==> src/rtl/cobf_pkg.sv <==
// Package for the channel object bring-up sequencer.
// Holds the object state enum, event and availability codes, and the
// request and result payload types; it depends on nothing else.
`timescale 1ns / 1ps

package cobf_pkg;

  typedef enum logic [1:0] {
    ST_NOT_INSTALLED = 2'd0,
    ST_DEPENDENCY    = 2'd1,
    ST_OFFLINE       = 2'd2,
    ST_ENABLED       = 2'd3
  } state_t;

  localparam logic [2:0] OP_SW_ACT_REPORT  = 3'd0;
  localparam logic [2:0] OP_STATE_CHANGE   = 3'd1;
  localparam logic [2:0] OP_SET_ATTR_ACK   = 3'd2;
  localparam logic [2:0] OP_OPSTART_ACK    = 3'd3;
  localparam logic [2:0] OP_OPSTART_NACK   = 3'd4;
  localparam logic [2:0] OP_LINK_DOWN      = 3'd5;

  localparam logic [2:0] AV_NOT_INSTALLED  = 3'd0;
  localparam logic [2:0] AV_POWER_OFF      = 3'd1;
  localparam logic [2:0] AV_DEPENDENCY     = 3'd2;
  localparam logic [2:0] AV_OFF_LINE       = 3'd3;
  localparam logic [2:0] AV_OK             = 3'd4;

  typedef struct packed {
    logic [2:0] operation;
    logic       reported_operational;
    logic [2:0] reported_availability;
    logic       reported_admin_unlocked;
    logic       stored_admin_unlocked;
  } req_t;

  typedef struct packed {
    logic [1:0] object_state;
    logic       send_set_attributes;
    logic       send_admin_unlock;
    logic       send_opstart;
    logic       event_rejected;
  } rsp_t;

endpackage

==> src/rtl/cobf_if.sv <==
// Valid/ready channel interfaces for the bring-up sequencer.
// Uses the request and result types of cobf_pkg.
`timescale 1ns / 1ps

interface cobf_req_if;
  logic             valid;
  logic             ready;
  cobf_pkg::req_t   data;
  modport source (output valid, output data, input ready);
  modport sink   (input valid, input data, output ready);
endinterface

interface cobf_rsp_if;
  logic             valid;
  logic             ready;
  cobf_pkg::rsp_t   data;
  modport source (output valid, output data, input ready);
  modport sink   (input valid, input data, output ready);
endinterface

interface cobf_cfg_if;
  logic valid;
  logic ready;
  logic peer_lacks_offline;
  modport source (output valid, output peer_lacks_offline, input ready);
  modport sink   (input valid, input peer_lacks_offline, output ready);
endinterface

==> src/rtl/channel_object_bringup_fsm_core.sv <==
// Top level of the channel object bring-up sequencer.
// Depends on cobf_pkg and the channel interfaces in cobf_if.sv.
//
// A request is held in the input register, and its result in the result register.
// Throughput is one request per cycle unless out_if.ready stalls the result;
// the state decision between the input register and the result register sets that figure.
// Reset clears the object state, the four handshake flags and the config bit.
`timescale 1ns / 1ps

module channel_object_bringup_fsm_core (
  input  logic       clk,
  input  logic       rst_n,
  cobf_req_if.sink   in_if,
  cobf_rsp_if.source out_if,
  cobf_cfg_if.sink   cfg_if
);
  import cobf_pkg::*;

  logic   in_vld_r;
  req_t   in_data_r;
  logic   out_vld_r;
  rsp_t   out_data_r;
  logic   adv;

  state_t state_r, state_nxt;
  logic   attr_pend_r, attr_pend_nxt;
  logic   attr_ack_r, attr_ack_nxt;
  logic   unlock_req_r, unlock_req_nxt;
  logic   opstart_pend_r, opstart_pend_nxt;
  logic   plo_r;

  logic   enter;
  state_t tgt;
  logic   pass_run, pass_admin, pass_allow;
  logic   ack_evt, clr_opstart, rejected;
  logic   req_set, req_unlock, req_opstart;
  logic   fl_pend, fl_ack, fl_unlock, fl_op;

  assign adv          = in_vld_r && (!out_vld_r || out_if.ready);
  assign in_if.ready  = !in_vld_r || adv;
  assign out_if.valid = out_vld_r;
  assign out_if.data  = out_data_r;
  assign cfg_if.ready = 1'b1;

  // Event decode: which state is entered and which configure pass runs.
  always_comb begin
    enter       = 1'b0;
    tgt         = state_r;
    pass_run    = 1'b0;
    pass_admin  = in_data_r.reported_admin_unlocked;
    pass_allow  = 1'b0;
    ack_evt     = 1'b0;
    clr_opstart = 1'b0;
    rejected    = 1'b0;
    unique case (in_data_r.operation)
      OP_SW_ACT_REPORT: rejected = (state_r != ST_NOT_INSTALLED);
      OP_STATE_CHANGE: begin
        if (in_data_r.reported_operational) begin
          enter = (state_r != ST_ENABLED);
          tgt   = ST_ENABLED;
        end else if (in_data_r.reported_availability == AV_NOT_INSTALLED ||
                     in_data_r.reported_availability == AV_POWER_OFF) begin
          enter = (state_r != ST_NOT_INSTALLED);
          tgt   = ST_NOT_INSTALLED;
        end else if (in_data_r.reported_availability == AV_DEPENDENCY) begin
          if (state_r == ST_DEPENDENCY) begin
            pass_run = 1'b1;
          end else if (state_r == ST_OFFLINE && plo_r) begin
            pass_run   = 1'b1;
            pass_allow = 1'b1;
          end else begin
            enter = 1'b1;
            tgt   = ST_DEPENDENCY;
          end
        end else if (in_data_r.reported_availability == AV_OFF_LINE ||
                     in_data_r.reported_availability == AV_OK) begin
          if (state_r == ST_OFFLINE) begin
            pass_run   = 1'b1;
            pass_allow = 1'b1;
          end else begin
            enter = 1'b1;
            tgt   = ST_OFFLINE;
          end
        end
      end
      OP_SET_ATTR_ACK: begin
        if (state_r == ST_DEPENDENCY || state_r == ST_OFFLINE) begin
          ack_evt    = 1'b1;
          pass_run   = 1'b1;
          pass_admin = in_data_r.stored_admin_unlocked;
          pass_allow = (state_r == ST_OFFLINE);
        end else begin
          rejected = 1'b1;
        end
      end
      OP_OPSTART_ACK, OP_OPSTART_NACK: clr_opstart = 1'b1;
      OP_LINK_DOWN: begin
        enter = (state_r != ST_NOT_INSTALLED);
        tgt   = ST_NOT_INSTALLED;
      end
      default: rejected = 1'b1;
    endcase
    if (enter) begin
      if (tgt == ST_DEPENDENCY && plo_r) begin
        tgt = ST_OFFLINE;
      end
      pass_admin = in_data_r.stored_admin_unlocked;
      pass_run   = (tgt == ST_DEPENDENCY || tgt == ST_OFFLINE);
      pass_allow = (tgt == ST_OFFLINE);
    end
  end

  // Next state.
  always_comb begin
    state_nxt = state_r;
    if (adv && enter) begin
      state_nxt = tgt;
    end
  end

  // Flags and requests.
  always_comb begin
    fl_pend     = attr_pend_r;
    fl_ack      = attr_ack_r;
    fl_unlock   = unlock_req_r;
    fl_op       = opstart_pend_r;
    req_set     = 1'b0;
    req_unlock  = 1'b0;
    req_opstart = 1'b0;
    if (ack_evt) begin
      fl_ack  = 1'b1;
      fl_pend = 1'b0;
    end
    if (clr_opstart) begin
      fl_op = 1'b0;
    end
    if (enter && (tgt == ST_NOT_INSTALLED || tgt == ST_ENABLED)) begin
      fl_pend   = 1'b0;
      fl_ack    = 1'b0;
      fl_unlock = 1'b0;
      fl_op     = 1'b0;
    end
    if (pass_run) begin
      if (!fl_pend && !fl_ack) begin
        fl_pend = 1'b1;
        req_set = 1'b1;
      end
      if (!pass_admin && !fl_unlock) begin
        fl_unlock  = 1'b1;
        req_unlock = 1'b1;
      end
      if (pass_allow && pass_admin && fl_ack && !fl_op) begin
        fl_op       = 1'b1;
        req_opstart = 1'b1;
      end
    end
    attr_pend_nxt    = adv ? fl_pend   : attr_pend_r;
    attr_ack_nxt     = adv ? fl_ack    : attr_ack_r;
    unlock_req_nxt   = adv ? fl_unlock : unlock_req_r;
    opstart_pend_nxt = adv ? fl_op     : opstart_pend_r;
  end

  always_ff @(posedge clk) begin
    if (!rst_n) begin
      in_vld_r       <= 1'b0;
      out_vld_r      <= 1'b0;
      state_r        <= ST_NOT_INSTALLED;
      attr_pend_r    <= 1'b0;
      attr_ack_r     <= 1'b0;
      unlock_req_r   <= 1'b0;
      opstart_pend_r <= 1'b0;
      plo_r          <= 1'b0;
    end else begin
      if (in_if.ready) begin
        in_vld_r <= in_if.valid;
      end
      if (adv) begin
        out_vld_r <= 1'b1;
      end else if (out_if.ready) begin
        out_vld_r <= 1'b0;
      end
      state_r        <= state_nxt;
      attr_pend_r    <= attr_pend_nxt;
      attr_ack_r     <= attr_ack_nxt;
      unlock_req_r   <= unlock_req_nxt;
      opstart_pend_r <= opstart_pend_nxt;
      if (cfg_if.valid) begin
        plo_r <= cfg_if.peer_lacks_offline;
      end
    end
  end

  always_ff @(posedge clk) begin
    if (in_if.valid && in_if.ready) begin
      in_data_r <= in_if.data;
    end
    if (adv) begin
      out_data_r.object_state        <= state_nxt;
      out_data_r.send_set_attributes <= req_set;
      out_data_r.send_admin_unlock   <= req_unlock;
      out_data_r.send_opstart        <= req_opstart;
      out_data_r.event_rejected      <= rejected;
    end
  end

  a_reject_quiet: assert property (@(posedge clk) disable iff (!rst_n)
    out_vld_r && out_data_r.event_rejected |->
      !out_data_r.send_set_attributes && !out_data_r.send_admin_unlock &&
      !out_data_r.send_opstart)
    else $error("rejected event carries a request");

  a_opstart_offline: assert property (@(posedge clk) disable iff (!rst_n)
    out_vld_r && out_data_r.send_opstart |->
      out_data_r.object_state == ST_OFFLINE)
    else $error("opstart requested outside the offline state");

  a_flags_clear: assert property (@(posedge clk) disable iff (!rst_n)
    state_r == ST_NOT_INSTALLED || state_r == ST_ENABLED |->
      !attr_pend_r && !attr_ack_r && !unlock_req_r && !opstart_pend_r)
    else $error("handshake flags set in not installed or enabled");

  a_attr_excl: assert property (@(posedge clk) disable iff (!rst_n)
    !(attr_pend_r && attr_ack_r))
    else $error("attribute request both pending and acknowledged");

  a_state_hold: assert property (@(posedge clk) disable iff (!rst_n)
    !adv |=> $stable(state_r))
    else $error("state changed without an accepted request");

endmodule

==> src/flat_wrapper.sv <==
// flat-port wrapper written by rule: the top's interface ports become plain ports
module channel_object_bringup_fsm_core_flat import cobf_pkg::*;
  (clk, rst_n, in_if_valid, in_if_data, in_if_ready, out_if_valid, out_if_data, out_if_ready, cfg_if_valid, cfg_if_peer_lacks_offline, cfg_if_ready);
  cobf_req_if in_if_i ();
  cobf_rsp_if out_if_i ();
  cobf_cfg_if cfg_if_i ();
  input  logic clk;
  input  logic rst_n;
  input wire logic [$bits(in_if_i.valid)-1:0] in_if_valid;
  input wire logic [$bits(in_if_i.data)-1:0] in_if_data;
  output wire logic [$bits(in_if_i.ready)-1:0] in_if_ready;
  output wire logic [$bits(out_if_i.valid)-1:0] out_if_valid;
  output wire logic [$bits(out_if_i.data)-1:0] out_if_data;
  input wire logic [$bits(out_if_i.ready)-1:0] out_if_ready;
  input wire logic [$bits(cfg_if_i.valid)-1:0] cfg_if_valid;
  input wire logic [$bits(cfg_if_i.peer_lacks_offline)-1:0] cfg_if_peer_lacks_offline;
  output wire logic [$bits(cfg_if_i.ready)-1:0] cfg_if_ready;
  assign in_if_i.valid = in_if_valid;
  assign in_if_i.data = in_if_data;
  assign in_if_ready = in_if_i.ready;
  assign out_if_valid = out_if_i.valid;
  assign out_if_data = out_if_i.data;
  assign out_if_i.ready = out_if_ready;
  assign cfg_if_i.valid = cfg_if_valid;
  assign cfg_if_i.peer_lacks_offline = cfg_if_peer_lacks_offline;
  assign cfg_if_ready = cfg_if_i.ready;
  channel_object_bringup_fsm_core u_core (.clk(clk), .rst_n(rst_n), .in_if(in_if_i), .out_if(out_if_i), .cfg_if(cfg_if_i));
endmodule
==> config.mk <==
export PLATFORM = sky130hd
export DESIGN_NAME = channel_object_bringup_fsm_core_flat
export DESIGN_NICKNAME = d
export VERILOG_FILES = /design/src/rtl/cobf_pkg.sv /design/src/rtl/cobf_if.sv /design/src/rtl/channel_object_bringup_fsm_core.sv /design/src/flat_wrapper.sv
export SDC_FILE = /design/constraint.sdc
export NUM_CORES = 1
export LEC_CHECK = 0
export BUFFER_PORTS_ARGS = -buffer_cell sky130_fd_sc_hd__buf_2
export CORE_MARGIN = 5
export CORE_UTILIZATION = 55
export CTS_CLUSTER_SIZE = 20
export DETAILED_ROUTE_END_ITERATION = 10
export PLACE_DENSITY = 0.78
export SLEW_MARGIN = 40
export SYNTH_ARGS = -nofsm -noshare
export SYNTH_HDL_FRONTEND = slang
export SYNTH_SLANG_ARGS = --single-unit
==> constraint.sdc <==
create_clock -name clk -period 3.3 [get_ports clk]
set_clock_uncertainty 0.2 [all_clocks]
set_input_delay 0.825 -clock clk [delete_from_list [all_inputs] [get_ports clk]]
set_output_delay 0.825 -clock clk [all_outputs]
set_load 0.1 [all_outputs]
==> key figures <==
Placed design
  • Detailed placer's ending HPWL: 2220 um
  • GP Congestion: 0.938
  • Number of port buffers: 22
  • DP Area: 1550 sq um
  • Placed Cells: 187

Routing
  • Final wirelength: 2930 um
  • DR iter-0 viols: 40
  • DR DRC count: 0
  • Final ANT Viol Nets: 0
  • Via Count: 1162
  • Wire per inst: 15.4 um
  • Drt pass-1 iters: 4
  • DR vias/cell: 6.08

CTS
  • H-tree levels: 1
  • Clk Latency, worst-skew pair: 320 ps
  • Root Buffer: clkbuf_4
  • Hold Buf Count CTS: 0
  • Max Root-Sink Buffers: 2
  • CTS tree: done
  • CTS clk-pin slew, worst paths: 130 ps
  • TritonCTS Buffers: 3
  • Number of setup buffers added after CTS: 0
  • Clk sinks: 24

Global route
  • Largest net degree at the start of global routing: 15
  • GRT Util Overall: 0.178
  • First-pass GRT wire length: about 5000 um
  • Antenna violations before repair: 0
  • Vias in the first global route: 1137
  • Total congestion overflow: 0

Min path
  • Hold Crit Endpoint: u_core.attr_pend_r
  • Hold path start: u_core.attr_pend_r
  • Hold Path Class: flip-flop to flip-flop
  • Worst Hold Depth: 2

Die
  • Die X: approximately 60 um
  • Starting Density: 0.581
  • DIE AREA: 3770 sq um
  • Die Y: a little over 60 um
  • Core area: 2500 sq um
  • Num ports: 24
  • FP Rows: 18

Critical path
  • Reg2Reg Depth: 11
  • CP Data Required Time: around 3300 ps
  • Reg2reg start: u_core.state_r[1]
  • Crit path kind: flip-flop to flip-flop
  • Worst Path Arrival: 3120 ps
  • Worst-path maximum fanout: 5
  • Reg2Reg Capture Point: u_core.out_if.data[1]
  • CP Capture Type: flip-flop
  • FF-to-FF setup slack: 180 ps
  • Nature of the critical path startpoint: flip-flop

Yosys
  • Cell with the most instances after synthesis: edfxtp_1
  • Synth warn: 0
  • Cell taking the most area after synthesis: edfxtp_1
  • Fraction of registers with async set/reset: 0
  • Post-synth cell types: 52
  • Syn nets: 163
  • Synthesized cell area: around 1500 sq um
  • Flops & latches, synth: 24
  • Post-synth top area share: 0.310
  • Post-synth EDFFs: 15
  • Syn Area/Cell: approximately 10 sq um
  • Register area share after synthesis: 0.434
  • Post-synthesis instance total: ~140
  • Main synth FF type: edfxtp_1
  • List of most frequent post-synthesis cells: edfxtp_1 (15), nand2_1 (10), nor2_1 (10)
  • Ranking of synthesized cells by area: edfxtp_1 (31%), dfxtp_1 (12%), ha_1 (5.2%), a21oi_1 (3.1%), nand2_1 (2.6%)

Power
  • Power consumption: approximately 0.63 mW
  • Max IR drop VDD: approximately 0.39 mV
  • Leakage: 0.630 nW
  • Power per Cell Area: 396 nW/um^2

STA
  • Max-slew violation count: 0
  • Tmin final: 3120 ps
  • Final count of hold timing violations: 0
  • Post-route setup TNS: 0 ps
  • # setup viols final: 0
  • Unrepaired setup endpoints after global routing: false
  • Period utilisation layout: 0.947
  • Fmax: ~320 MHz

Layout
  • Nets: 183
  • Ant. Diodes: 0
  • Finished Layout Cells: 191
  • Seq. cell area: 632 sq um
  • Area Growth Syn to Fin: 10.3%
  • Layout filler cell count: 210
  • Design area: 1600 sq um
  • Layout cell share with drive strength beyond 1: 0.224
  • Multi-input logic area: 737 sq um

Flow run
  • Max Cap Violations: 0

Run status
  • Outcome: completed
-- power by group --
group / internal [mW] / switching, mW / total [mW]
clock network: 0.0927 / 0.0913 / 0.184
registers: 0.333 / 0.0142 / 0.347
logic: 0.0315 / 0.0709 / 0.102
-- area by class of cell --
type / count / area share
clock buffers: 4 / 0.0297
multi-input cells: 102 / 0.460
well taps: 30 / 0.0234
flip-flops and latches: 24 / 0.395
repair buffers: 23 / 0.0734
inverters: 8 / 0.0187
-- cell usage in the layout, fill, tap and decap left out, types with 4 or more instances in the layout --
cell / n
ha_1: 6
buf_2: 22
nor2_1: 10
nor2b_1: 4
a21oi_1: 9
inv_1: 8
o21ai_0: 4
nand3_1: 6
edfxtp_1: 15
dfxtp_1: 8
nand2_1: 10
nand2b_1: 4
-- registers in the layout (all words and copies together) (netlist names) --
register               cells
u_core.in_data_r           9
u_core.out_if.data         6
u_core.state_r             2
u_core.attr_ack_r          1
u_core.attr_pend_r         1
u_core.in_vld_r            1
u_core.opstart_pend_r      1
u_core.out_if.valid        1
u_core.plo_r               1
u_core.unlock_req_r        1
-- cell families (layout without fill, tap and decap cells) --
logic type	count (synthesis)	after routing	share of synthesized area
flops	24	24	0.434
buf+inv	16	35	0.0586
compound gates	40	40	0.220
fa+ha+maj	6	6	0.0517
xor+xnor	1	1	0.00603
mux	2	2	0.0138
other cells	1	1	0.00258
simple gates	52	52	0.214
-- critical path: stages, from the launching register on --
cell and delay (ps):
dfxtp_1 430, inv_1 130, ha_1 250, nor3_2 240, a31oi_1 180, o41ai_4 290, o21ai_0 200, ha_1 320
and2b_1 220, a21oi_1 70, a311o_1 350, nor2_1 110
-- metrics by stage --
step                       util  hold slack, ps  setup slack, ps
after global placement    0.621             237              327
after CTS                 0.640             272              182
after global routing      0.641             277             28.0
after floorplan               -             225              467
after detailed placement  0.621             254              259
final                     0.641             281              175
-- timing repair --
action | in CTS | in global routing
endpoints found under the setup margin | 0 | 1
gates resized for setup | 0 | 1
endpoints found under the hold margin | 0 | 0
-- per-layer routing --
layer,track usage,wire (um),up-vias
met5,0,0,-
li1,-,-,556
met4,0.0758,38,0
met1,0.218,1230,551
met3,0.0398,221,5
met2,0.302,1440,50
-- how the worst max path moves through the flow --
stage / endpoint / from
final: u_core.out_if.data[1] / u_core.state_r[1]
after global routing: u_core.out_if.data[1] / u_core.state_r[1]
after CTS: u_core.out_if.data[1] / u_core.state_r[0]
after detailed placement: u_core.out_if.data[1] / u_core.state_r[0]
after global placement: u_core.out_if.data[1] / u_core.state_r[0]
after floorplan: in_if_ready / u_core.out_if.valid
Power figures use the tool's default switching activity.
